[src/rtl/hlfc_pkg.sv]
// shared types, codes and hex helpers for the hex ascii lrc frame codec
`timescale 1ns / 1ps

package hlfc_pkg;

   // defaults for top level parameters
   localparam int MAX_PAYLOAD_DEFAULT = 255;
   localparam int QUEUE_DEPTH_DEFAULT = 4;

   // framing characters
   localparam logic [7:0] ACK_BYTE = 8'h60;
   localparam logic [7:0] ETX_CHAR = 8'h03;

   // result kinds
   localparam logic [1:0] KIND_TX_CHAR   = 2'd0;
   localparam logic [1:0] KIND_RX_BYTE   = 2'd1;
   localparam logic [1:0] KIND_RX_STATUS = 2'd2;

   // receive frame status codes
   localparam logic [1:0] STATUS_OK       = 2'd0;
   localparam logic [1:0] STATUS_PROTOCOL = 2'd1;
   localparam logic [1:0] STATUS_CHECKSUM = 2'd2;
   localparam logic [1:0] STATUS_NO_ACK   = 2'd3;

   // sequence slots of a transmit job
   localparam logic [3:0] SLOT_HEADER = 4'd0;
   localparam logic [3:0] SLOT_DATA   = 4'd4;
   localparam logic [3:0] SLOT_DATA_LO = 4'd5;
   localparam logic [3:0] SLOT_ETX    = 4'd8;

   // one unit of work handed from front to back
   typedef struct packed {
      logic [1:0] kind;
      logic       hdr;
      logic       eop;
      logic [7:0] len_byte;
      logic [7:0] data;
      logic [7:0] lrc;
      logic [7:0] position;
      logic [1:0] status;
      logic [7:0] reply_len;
   } job_type;

   // decoded hex character: valid flag and nibble
   typedef struct packed {
      logic       valid;
      logic [3:0] nib;
   } hex_val_type;

   function automatic logic [7:0] hex_char(input logic [3:0] v, input logic lower);
      logic [7:0] c;
      if (v < 4'd10) begin
         c = 8'h30 + {4'd0, v};
      end else if (lower) begin
         c = 8'h61 + {4'd0, v} - 8'd10;
      end else begin
         c = 8'h41 + {4'd0, v} - 8'd10;
      end
      return c;
   endfunction

   function automatic hex_val_type hex_value(input logic [7:0] c);
      hex_val_type r;
      r.valid = 1'b1;
      r.nib   = 4'd0;
      if (c >= 8'h30 && c <= 8'h39) begin
         r.nib = c[3:0];
      end else if ((c >= 8'h41 && c <= 8'h46) || (c >= 8'h61 && c <= 8'h66)) begin
         r.nib = c[3:0] + 4'd9;
      end else begin
         r.valid = 1'b0;
      end
      return r;
   endfunction

endpackage

[src/rtl/hlfc_front.sv]
// front end: frame state, receive decoding and job building
`timescale 1ns / 1ps

module hlfc_front #(
   parameter int MAX_PAYLOAD = hlfc_pkg::MAX_PAYLOAD_DEFAULT
) (
   input  logic              clock,
   input  logic              reset,
   input  logic              accept,
   input  logic              func,
   input  logic [7:0]        data_byte,
   input  logic [7:0]        msg_len,
   input  logic              end_of_payload,
   input  logic [7:0]        reply_limit,
   output logic              job_valid,
   output hlfc_pkg::job_type job
);

   logic       tx_in_frame_ff, tx_in_frame_in;
   logic [7:0] tx_lrc_ff, tx_lrc_in;
   logic [7:0] rx_lrc_ff, rx_lrc_in;
   logic       rx_half_pending_ff, rx_half_pending_in;
   logic [3:0] rx_high_nibble_ff, rx_high_nibble_in;
   logic [8:0] rx_byte_count_ff, rx_byte_count_in;
   logic [7:0] rx_first_byte_ff, rx_first_byte_in;
   logic [7:0] rx_length_byte_ff, rx_length_byte_in;
   logic       rx_bad_char_ff, rx_bad_char_in;

   hlfc_pkg::hex_val_type hv;
   logic [7:0] rx_byte;
   logic [8:0] pos9;
   logic [8:0] cnt_m3;
   logic [8:0] rl9;
   logic [7:0] tx_base;
   logic [7:0] tx_new_lrc;

   always_comb begin
      hv         = hlfc_pkg::hex_value(data_byte);
      rx_byte    = {rx_high_nibble_ff, hv.nib};
      pos9       = rx_byte_count_ff - 9'd2;
      cnt_m3     = rx_byte_count_ff - 9'd3;
      tx_base    = tx_in_frame_ff ? tx_lrc_ff : (hlfc_pkg::ACK_BYTE ^ msg_len);
      tx_new_lrc = tx_base ^ data_byte;

      rl9 = (cnt_m3 < {1'b0, reply_limit}) ? cnt_m3 : {1'b0, reply_limit};
      if (rl9 > 9'(MAX_PAYLOAD)) begin
         rl9 = 9'(MAX_PAYLOAD);
      end

      tx_in_frame_in     = tx_in_frame_ff;
      tx_lrc_in          = tx_lrc_ff;
      rx_lrc_in          = rx_lrc_ff;
      rx_half_pending_in = rx_half_pending_ff;
      rx_high_nibble_in  = rx_high_nibble_ff;
      rx_byte_count_in   = rx_byte_count_ff;
      rx_first_byte_in   = rx_first_byte_ff;
      rx_length_byte_in  = rx_length_byte_ff;
      rx_bad_char_in     = rx_bad_char_ff;

      job_valid     = 1'b0;
      job.kind      = hlfc_pkg::KIND_TX_CHAR;
      job.hdr       = !tx_in_frame_ff;
      job.eop       = end_of_payload;
      job.len_byte  = msg_len;
      job.data      = data_byte;
      job.lrc       = tx_new_lrc;
      job.position  = 8'd0;
      job.status    = hlfc_pkg::STATUS_OK;
      job.reply_len = 8'd0;

      if (accept) begin
         if (!func) begin
            job_valid      = 1'b1;
            tx_in_frame_in = !end_of_payload;
            tx_lrc_in      = end_of_payload ? 8'd0 : tx_new_lrc;
         end else if (data_byte == hlfc_pkg::ETX_CHAR) begin
            job_valid = 1'b1;
            job.kind  = hlfc_pkg::KIND_RX_STATUS;
            if (rx_half_pending_ff || rx_bad_char_ff) begin
               job.status = hlfc_pkg::STATUS_PROTOCOL;
            end else if (rx_byte_count_ff < 9'd3) begin
               job.status = hlfc_pkg::STATUS_PROTOCOL;
            end else if (rx_lrc_ff != 8'd0) begin
               job.status = hlfc_pkg::STATUS_CHECKSUM;
            end else if (rx_first_byte_ff != hlfc_pkg::ACK_BYTE) begin
               job.status = hlfc_pkg::STATUS_NO_ACK;
            end else if ({1'b0, rx_length_byte_ff} != cnt_m3) begin
               job.status = hlfc_pkg::STATUS_PROTOCOL;
            end else begin
               job.reply_len = rl9[7:0];
            end
            rx_lrc_in          = 8'd0;
            rx_half_pending_in = 1'b0;
            rx_high_nibble_in  = 4'd0;
            rx_byte_count_in   = 9'd0;
            rx_first_byte_in   = 8'd0;
            rx_length_byte_in  = 8'd0;
            rx_bad_char_in     = 1'b0;
         end else begin
            if (!hv.valid) begin
               rx_bad_char_in = 1'b1;
            end
            if (!rx_half_pending_ff) begin
               rx_high_nibble_in  = hv.nib;
               rx_half_pending_in = 1'b1;
            end else begin
               rx_half_pending_in = 1'b0;
               rx_high_nibble_in  = 4'd0;
               rx_lrc_in          = rx_lrc_ff ^ rx_byte;
               if (rx_byte_count_ff == 9'd0) begin
                  rx_first_byte_in = rx_byte;
               end else if (rx_byte_count_ff == 9'd1) begin
                  rx_length_byte_in = rx_byte;
               end else if (pos9 < {1'b0, reply_limit} && pos9 < 9'(MAX_PAYLOAD)) begin
                  job_valid    = 1'b1;
                  job.kind     = hlfc_pkg::KIND_RX_BYTE;
                  job.data     = rx_byte;
                  job.position = pos9[7:0];
               end
               if (rx_byte_count_ff != 9'h1FF) begin
                  rx_byte_count_in = rx_byte_count_ff + 9'd1;
               end
            end
         end
      end
   end

   always_ff @(posedge clock) begin
      if (reset) begin
         tx_in_frame_ff     <= 1'b0;
         tx_lrc_ff          <= 8'd0;
         rx_lrc_ff          <= 8'd0;
         rx_half_pending_ff <= 1'b0;
         rx_high_nibble_ff  <= 4'd0;
         rx_byte_count_ff   <= 9'd0;
         rx_first_byte_ff   <= 8'd0;
         rx_length_byte_ff  <= 8'd0;
         rx_bad_char_ff     <= 1'b0;
      end else begin
         tx_in_frame_ff     <= tx_in_frame_in;
         tx_lrc_ff          <= tx_lrc_in;
         rx_lrc_ff          <= rx_lrc_in;
         rx_half_pending_ff <= rx_half_pending_in;
         rx_high_nibble_ff  <= rx_high_nibble_in;
         rx_byte_count_ff   <= rx_byte_count_in;
         rx_first_byte_ff   <= rx_first_byte_in;
         rx_length_byte_ff  <= rx_length_byte_in;
         rx_bad_char_ff     <= rx_bad_char_in;
      end
   end

endmodule

[src/rtl/hlfc_queue.sv]
// short job queue between front and back
`timescale 1ns / 1ps

module hlfc_queue #(
   parameter int DEPTH = hlfc_pkg::QUEUE_DEPTH_DEFAULT
) (
   input  logic              clock,
   input  logic              reset,
   input  logic              push,
   input  hlfc_pkg::job_type push_job,
   input  logic              pop,
   output hlfc_pkg::job_type head_job,
   output logic              empty,
   output logic              full
);

   localparam int PW = (DEPTH > 1) ? $clog2(DEPTH) : 1;
   localparam int CW = $clog2(DEPTH + 1);

   hlfc_pkg::job_type mem_ff [DEPTH];
   logic [PW-1:0] wr_ptr_ff, wr_ptr_in;
   logic [PW-1:0] rd_ptr_ff, rd_ptr_in;
   logic [CW-1:0] count_ff, count_in;
   logic          do_push, do_pop;

   always_comb begin
      empty    = (count_ff == CW'(0));
      full     = (count_ff == CW'(DEPTH));
      head_job = mem_ff[rd_ptr_ff];
      do_push  = push && !full;
      do_pop   = pop && !empty;

      wr_ptr_in = wr_ptr_ff;
      rd_ptr_in = rd_ptr_ff;
      count_in  = count_ff;
      if (do_push) begin
         wr_ptr_in = (wr_ptr_ff == PW'(DEPTH - 1)) ? PW'(0) : wr_ptr_ff + PW'(1);
      end
      if (do_pop) begin
         rd_ptr_in = (rd_ptr_ff == PW'(DEPTH - 1)) ? PW'(0) : rd_ptr_ff + PW'(1);
      end
      if (do_push && !do_pop) begin
         count_in = count_ff + CW'(1);
      end else if (do_pop && !do_push) begin
         count_in = count_ff - CW'(1);
      end
   end

   always_ff @(posedge clock) begin
      if (do_push) begin
         mem_ff[wr_ptr_ff] <= push_job;
      end
   end

   always_ff @(posedge clock) begin
      if (reset) begin
         wr_ptr_ff <= '0;
         rd_ptr_ff <= '0;
         count_ff  <= '0;
      end else begin
         wr_ptr_ff <= wr_ptr_in;
         rd_ptr_ff <= rd_ptr_in;
         count_ff  <= count_in;
      end
   end

endmodule

[src/rtl/hlfc_back.sv]
// back end: expands jobs into result transfers through an output register
`timescale 1ns / 1ps

module hlfc_back (
   input  logic              clock,
   input  logic              reset,
   input  logic              lowercase_hex,
   input  hlfc_pkg::job_type head_job,
   input  logic              q_empty,
   output logic              q_pop,
   output logic              rsp_empty,
   input  logic              rsp_pop,
   output logic [1:0]        rsp_kind,
   output logic [7:0]        rsp_out_byte,
   output logic [7:0]        rsp_position,
   output logic [1:0]        rsp_status,
   output logic [7:0]        rsp_reply_len,
   output logic              rsp_run_last
);

   logic       out_valid_ff, out_valid_in;
   logic [1:0] kind_ff, kind_in;
   logic [7:0] byte_ff, byte_in;
   logic [7:0] pos_ff, pos_in;
   logic [1:0] status_ff, status_in;
   logic [7:0] rlen_ff, rlen_in;
   logic       last_ff, last_in;
   logic [3:0] step_ff, step_in;

   logic       load;
   logic [3:0] slot;
   logic [3:0] last_slot;
   logic [7:0] src;
   logic [3:0] nib;

   always_comb begin
      load      = (!out_valid_ff || rsp_pop) && !q_empty;
      slot      = (head_job.hdr ? hlfc_pkg::SLOT_HEADER : hlfc_pkg::SLOT_DATA) + step_ff;
      last_slot = head_job.eop ? hlfc_pkg::SLOT_ETX : hlfc_pkg::SLOT_DATA_LO;

      unique case (slot[2:1])
         2'd0:    src = hlfc_pkg::ACK_BYTE;
         2'd1:    src = head_job.len_byte;
         2'd2:    src = head_job.data;
         default: src = head_job.lrc;
      endcase
      nib = slot[0] ? src[3:0] : src[7:4];

      out_valid_in = out_valid_ff && !rsp_pop;
      kind_in      = kind_ff;
      byte_in      = byte_ff;
      pos_in       = pos_ff;
      status_in    = status_ff;
      rlen_in      = rlen_ff;
      last_in      = last_ff;
      step_in      = step_ff;
      q_pop        = 1'b0;

      if (load) begin
         out_valid_in = 1'b1;
         kind_in      = head_job.kind;
         pos_in       = head_job.position;
         status_in    = head_job.status;
         rlen_in      = head_job.reply_len;
         if (head_job.kind == hlfc_pkg::KIND_TX_CHAR) begin
            byte_in = (slot == hlfc_pkg::SLOT_ETX) ? hlfc_pkg::ETX_CHAR
                                                   : hlfc_pkg::hex_char(nib, lowercase_hex);
            last_in = (slot == last_slot);
         end else if (head_job.kind == hlfc_pkg::KIND_RX_BYTE) begin
            byte_in = head_job.data;
            last_in = 1'b1;
         end else begin
            byte_in = 8'd0;
            last_in = 1'b1;
         end
         if (last_in) begin
            q_pop   = 1'b1;
            step_in = 4'd0;
         end else begin
            step_in = step_ff + 4'd1;
         end
      end
   end

   always_ff @(posedge clock) begin
      if (reset) begin
         out_valid_ff <= 1'b0;
         step_ff      <= 4'd0;
      end else begin
         out_valid_ff <= out_valid_in;
         step_ff      <= step_in;
      end
   end

   always_ff @(posedge clock) begin
      kind_ff   <= kind_in;
      byte_ff   <= byte_in;
      pos_ff    <= pos_in;
      status_ff <= status_in;
      rlen_ff   <= rlen_in;
      last_ff   <= last_in;
   end

   assign rsp_empty     = !out_valid_ff;
   assign rsp_kind      = kind_ff;
   assign rsp_out_byte  = byte_ff;
   assign rsp_position  = pos_ff;
   assign rsp_status    = status_ff;
   assign rsp_reply_len = rlen_ff;
   assign rsp_run_last  = last_ff;

endmodule

[src/rtl/hex_ascii_lrc_frame_codec.sv]
// top level of the hex ascii framer and deframer with xor lrc
`timescale 1ns / 1ps

//  channel  | direction | handshake       | payload
//  ---------+-----------+-----------------+-------------------------------------------
//  req_     | in        | push / full     | func, data_byte, msg_len, end_of_payload,
//           |           |                 | reply_limit
//  rsp_     | out       | empty / pop     | kind, out_byte, position, status,
//           |           |                 | reply_len, run_last
//  csr_     | in        | we (no wait)    | wdata = lowercase_hex
//
//  the front takes one item per cycle while the job queue has room
//  the back sequencer sends one result per cycle unless rsp_ stalls: a transmit byte
//  gives 2 to 9 results (2 plain, +4 on a frame's first, +3 on its last), a receive item 0 or 1
//  the rsp_ output register is refilled in the cycle it is popped, so transfers stream
//  synchronous reset clears frame state, the queue and the output register
//  a stalled rsp_ side fills the queue, and then full holds off further req_ transfers

module hex_ascii_lrc_frame_codec #(
   parameter int MAX_PAYLOAD = hlfc_pkg::MAX_PAYLOAD_DEFAULT,
   parameter int QUEUE_DEPTH = hlfc_pkg::QUEUE_DEPTH_DEFAULT
) (
   input  logic       clock,
   input  logic       reset,
   // item input
   input  logic       req_push,
   output logic       req_full,
   input  logic       req_func,
   input  logic [7:0] req_data_byte,
   input  logic [7:0] req_msg_len,
   input  logic       req_end_of_payload,
   input  logic [7:0] req_reply_limit,
   // result output
   output logic       rsp_empty,
   input  logic       rsp_pop,
   output logic [1:0] rsp_kind,
   output logic [7:0] rsp_out_byte,
   output logic [7:0] rsp_position,
   output logic [1:0] rsp_status,
   output logic [7:0] rsp_reply_len,
   output logic       rsp_run_last,
   // configuration
   input  logic       csr_we,
   input  logic       csr_wdata
);

   logic              lowercase_hex_ff;
   logic              accept;
   logic              job_valid;
   hlfc_pkg::job_type job;
   hlfc_pkg::job_type head_job;
   logic              q_empty;
   logic              q_full;
   logic              q_pop;

   // hex case register; the user must write it only while idle, the block does not enforce this
   always_ff @(posedge clock) begin
      if (reset) begin
         lowercase_hex_ff <= 1'b0;
      end else if (csr_we) begin
         lowercase_hex_ff <= csr_wdata;
      end
   end

   // a full queue blocks input even for items that would give no job
   assign req_full = q_full;
   assign accept   = req_push && !q_full;

   hlfc_front #(
      .MAX_PAYLOAD (MAX_PAYLOAD)
   ) u_front (
      .clock          (clock),
      .reset          (reset),
      .accept         (accept),
      .func           (req_func),
      .data_byte      (req_data_byte),
      .msg_len        (req_msg_len),
      .end_of_payload (req_end_of_payload),
      .reply_limit    (req_reply_limit),
      .job_valid      (job_valid),
      .job            (job)
   );

   hlfc_queue #(
      .DEPTH (QUEUE_DEPTH)
   ) u_queue (
      .clock    (clock),
      .reset    (reset),
      .push     (job_valid),
      .push_job (job),
      .pop      (q_pop),
      .head_job (head_job),
      .empty    (q_empty),
      .full     (q_full)
   );

   hlfc_back u_back (
      .clock         (clock),
      .reset         (reset),
      .lowercase_hex (lowercase_hex_ff),
      .head_job      (head_job),
      .q_empty       (q_empty),
      .q_pop         (q_pop),
      .rsp_empty     (rsp_empty),
      .rsp_pop       (rsp_pop),
      .rsp_kind      (rsp_kind),
      .rsp_out_byte  (rsp_out_byte),
      .rsp_position  (rsp_position),
      .rsp_status    (rsp_status),
      .rsp_reply_len (rsp_reply_len),
      .rsp_run_last  (rsp_run_last)
   );

endmodule

[config.mk]
export PLATFORM = sky130hd
export DESIGN_NAME = hex_ascii_lrc_frame_codec
export DESIGN_NICKNAME = d
export VERILOG_FILES = /design/src/rtl/hlfc_pkg.sv /design/src/rtl/hlfc_front.sv /design/src/rtl/hlfc_queue.sv /design/src/rtl/hlfc_back.sv /design/src/rtl/hex_ascii_lrc_frame_codec.sv
export SDC_FILE = /design/constraint.sdc
export NUM_CORES = 1
export LEC_CHECK = 0
export ABC_AREA = 0
export BUFFER_PORTS_ARGS = -buffer_cell sky130_fd_sc_hd__buf_2
export CAP_MARGIN = 20
export CORE_ASPECT_RATIO = 0.8
export CORE_UTILIZATION = 30
export DETAILED_ROUTE_END_ITERATION = 12
export GPL_ROUTABILITY_DRIVEN = 0
export HOLD_SLACK_MARGIN = 0.05
export PLACE_DENSITY = 0.45
export SLEW_MARGIN = 20
export SYNTH_ARGS = -nofsm -noshare
export SYNTH_HDL_FRONTEND = slang
export SYNTH_SLANG_ARGS = --single-unit
[constraint.sdc]
create_clock -name clock -period 9.84 [get_ports clock]
set_input_delay 0.984 -clock clock [delete_from_list [all_inputs] [get_ports clock]]
set_output_delay 0.984 -clock clock [all_outputs]
set_load 0.02 [all_outputs]
==> reports/metrics.cfg <==
[outcome]
status = completed

[grt]
grt_pass1_wl_mm = 45.2
overflow = 0
grt_pass1_vias = 7248
track_usage_pct = 14.2
antenna_found_initial = 1
grt_max_degree = 49

[critical_path]
arrival_ns = 4.54
cp_max_fo = 15
critPathCaptureType = flop
cp-start-kind = flop
criticalPathCategory = reg -> reg
required_ns = 10.32

[synth]
yosysWarnings = 0
synth_commonest_cells = edfxtp_1 (213), nand2_1 (72), nor2_1 (68), dfxtp_1 (63), a21oi_1 (45)
ys_seq_area_share_pct = 61.7
avgSynthCellArea_um2 = 13.6
synth_area_mm2 = 0.0124
netlist-cell-type-count = 68
yosys.area.top_type = edfxtp_1
synthArstFlopShare_pct = 0
synth_area_leaders = edfxtp_1 (52%), dfxtp_1 (10%), mux4_2 (7.1%)
yosysTopAreaCellShare_pct = 51.6
synth_ff_type = edfxtp_1
yosysMostFrequentCell = edfxtp_1
synth_edf_count = 213
synth_seq_cells = 276
syn-instance-count = 912
syn-num-nets = 980

[finish]
diodes = 0
final_net_count = 1042
drive_gt1_share_pct = 18.9
fillers = 3928
area_growth_pct = 14.8

[timing]
max-slew-margin-rel_pct = 33.9
setup_viol = 0
period_share_pct = 41.3
holdWs_ns = 0.450
skew_ns = 0.0298
slew_violations = 0
hold_viol = 0
max_freq_ghz = 0.246
layout_min_cycle_time_ns = 4.06
setup_ws_ns = 5.78
tightest_slew_ns = 0.983
fin_setup_tns_ns = 0
rsz0062_at_grt = false

[clock_tree]
cts_max_level = 1
ctsResizeCount = 0
cts_buffers = 30
clockBufferDepth = 3
clkTransAtPathRegs_ns = 0.06
cts_root_buffer = clkbuf_16
clkSinkCount = 276
cts_setup_buffers = 0
insertion_delay_ns = 0.58
holdBufCountCts = 0
cts_tree = done

[detailed_routing]
drtIter0Drc = 471
ant_nets = 0
wire_per_inst_um = 19.3
drt-total-wl_mm = 29.8
avgViaCountPerCell = 4.78
vias = 7369
dr.pass1.iters = 4
drc = 0

[die]
die_h_um = 184
core_area_mm2 = 0.0407
chipWidth_um = 229
ios = 63
start_util_pct = 30.5
dieArea_mm2 = 0.0422
fp-row-count = 66

[power_and_ir_drop]
max-vdd-ir-drop_v = 0.000122
p_leak_nw = 5.01
power_density_mw_per_mm2 = 231

[place]
dp_worst_setup_slack_ns = 5.76
io_buffers = 62
dp_hpwl_mm = 19.6

[min_path]
min_path_type = reg -> reg

[flow_run]
maxCapViolCount = 0

==> cell usage in the layout, fill, tap and decap left out, drive strengths merged, types with 3 or more instances in the layout <==
master	count
nor3b	11
nor3	17
nand4	4
a311oi	5
a21o	6
a21oi	48
a31oi	10
clkinv	8
nor2b	9
o21a	4
xor2	23
ha	35
clkbuf	44
mux4	39
bufinv	3
and3	5
or3	3
and2	11
buf	70
xnor2	26
o21ai	22
nand2	72
o22ai	4
nand2b	10
mux2i	29
or4	3
mux2	7
dfxtp	63
edfxtp	213
nand3	34
nor2	69
a22oi	13
or3b	4
a22o	5
inv	42
nor4	5
==> cell type report <==
class	instances	area, um2	share of cell area, %
clock buffers	44	833	5.85
well taps	544	681	4.78
repair buffers	70	370	2.60
clock inverters	12	145	1.02
flip-flops and latches	276	7660	53.8
inverters	41	156	1.10
multi-input cells	555	4390	30.8
==> report_power, final <==
part	total (mW)	switching, mW	internal (mW)	leakage (nW)
clock	1.11	0.451	0.663	0.476
sequential	1.47	0.0615	1.41	2.52
combinational	0.709	0.443	0.266	2.01
total	3.30	0.956	2.34	5.01
==> metrics by stage <==
stage | total power, mW | instances | util, % | cell area (um2)
global route | 3.45 | 1542 | 35.0 | 14200
finish | 3.30 | 1542 | 35.0 | 14200
detailed placement | 2.22 | 1486 | 32.6 | 13300
floorplan | 1.98 | 912 | - | 12400
CTS | 3.35 | 1542 | 35.0 | 14200
global placement | 2.22 | 1486 | 32.6 | 13300
==> state kept, by name, indices dropped and copies added, names as in the netlist, 3 cells and up, named ones only <==
register                   flops
u_queue.count_ff               3
u_back.rsp_position            8
u_queue.mem_ff               184
u_back.step_ff                 4
u_front.rx_first_byte_ff       8
u_back.rsp_reply_len           8
u_back.rsp_out_byte            8
u_front.rx_lrc_ff              8
u_front.rx_byte_count_ff       9
u_front.rx_high_nibble_ff      4
u_front.rx_length_byte_ff      8
u_front.tx_lrc_ff              8
==> worst max-delay path: stages, from the launching register on <==
cell	delay, ns
dfxtp_1	0.48
nor3_1	0.47
nand2_1	0.13
xnor2_1	0.22
ha_1	0.28
a211oi_1	0.24
nand2_1	0.07
a31oi_1	0.19
o21ai_2	0.17
a31oi_1	0.35
ha_1	0.25
inv_1	0.07
fa_1	0.43
xor2_1	0.17
or3_1	0.31
a21oi_1	0.14
==> metal layers <==
layer	part of all wire [%]	up-vias	global-route usage (%)
li1	-	3523	-
met1	51	3676	21.1
met2	43	134	21.3
met3	4.6	34	2.54
met4	1.8	2	3.15
met5	0.030	-	0
==> worst paths after layout <==
kind,from,end,slack [ns],cells past startpoint
min reg2reg,u_front.tx_lrc_ff[6]$_SDFFE_PP0P_,u_front.tx_lrc_ff[6]$_SDFFE_PP0P_,0.45,2
min,u_front.tx_lrc_ff[6]$_SDFFE_PP0P_,u_front.tx_lrc_ff[6]$_SDFFE_PP0P_,0.45,2
max reg2reg,u_front.rx_byte_count_ff[3]$_SDFFE_PP0P_,u_queue.count_ff[2]$_SDFFE_PP0P_,5.78,15
max,u_front.rx_byte_count_ff[3]$_SDFFE_PP0P_,u_queue.count_ff[2]$_SDFFE_PP0P_,5.78,15
==> kinds of logic (layout without fill, tap and decap cells) <==
kind of cell	Yosys count	in the layout	share of synthesized area (%)
buffers and inverters	81	167	2.99
AO/OA/AOI/OAI	132	132	7.15
multiplexers	75	75	10.1
adder cells (fa/ha/maj)	36	36	3.69
XOR/XNOR	50	50	3.77
AND/OR/NAND/NOR	262	262	10.5
flip-flops	276	276	61.7
(Power assumes the default switching activity.)
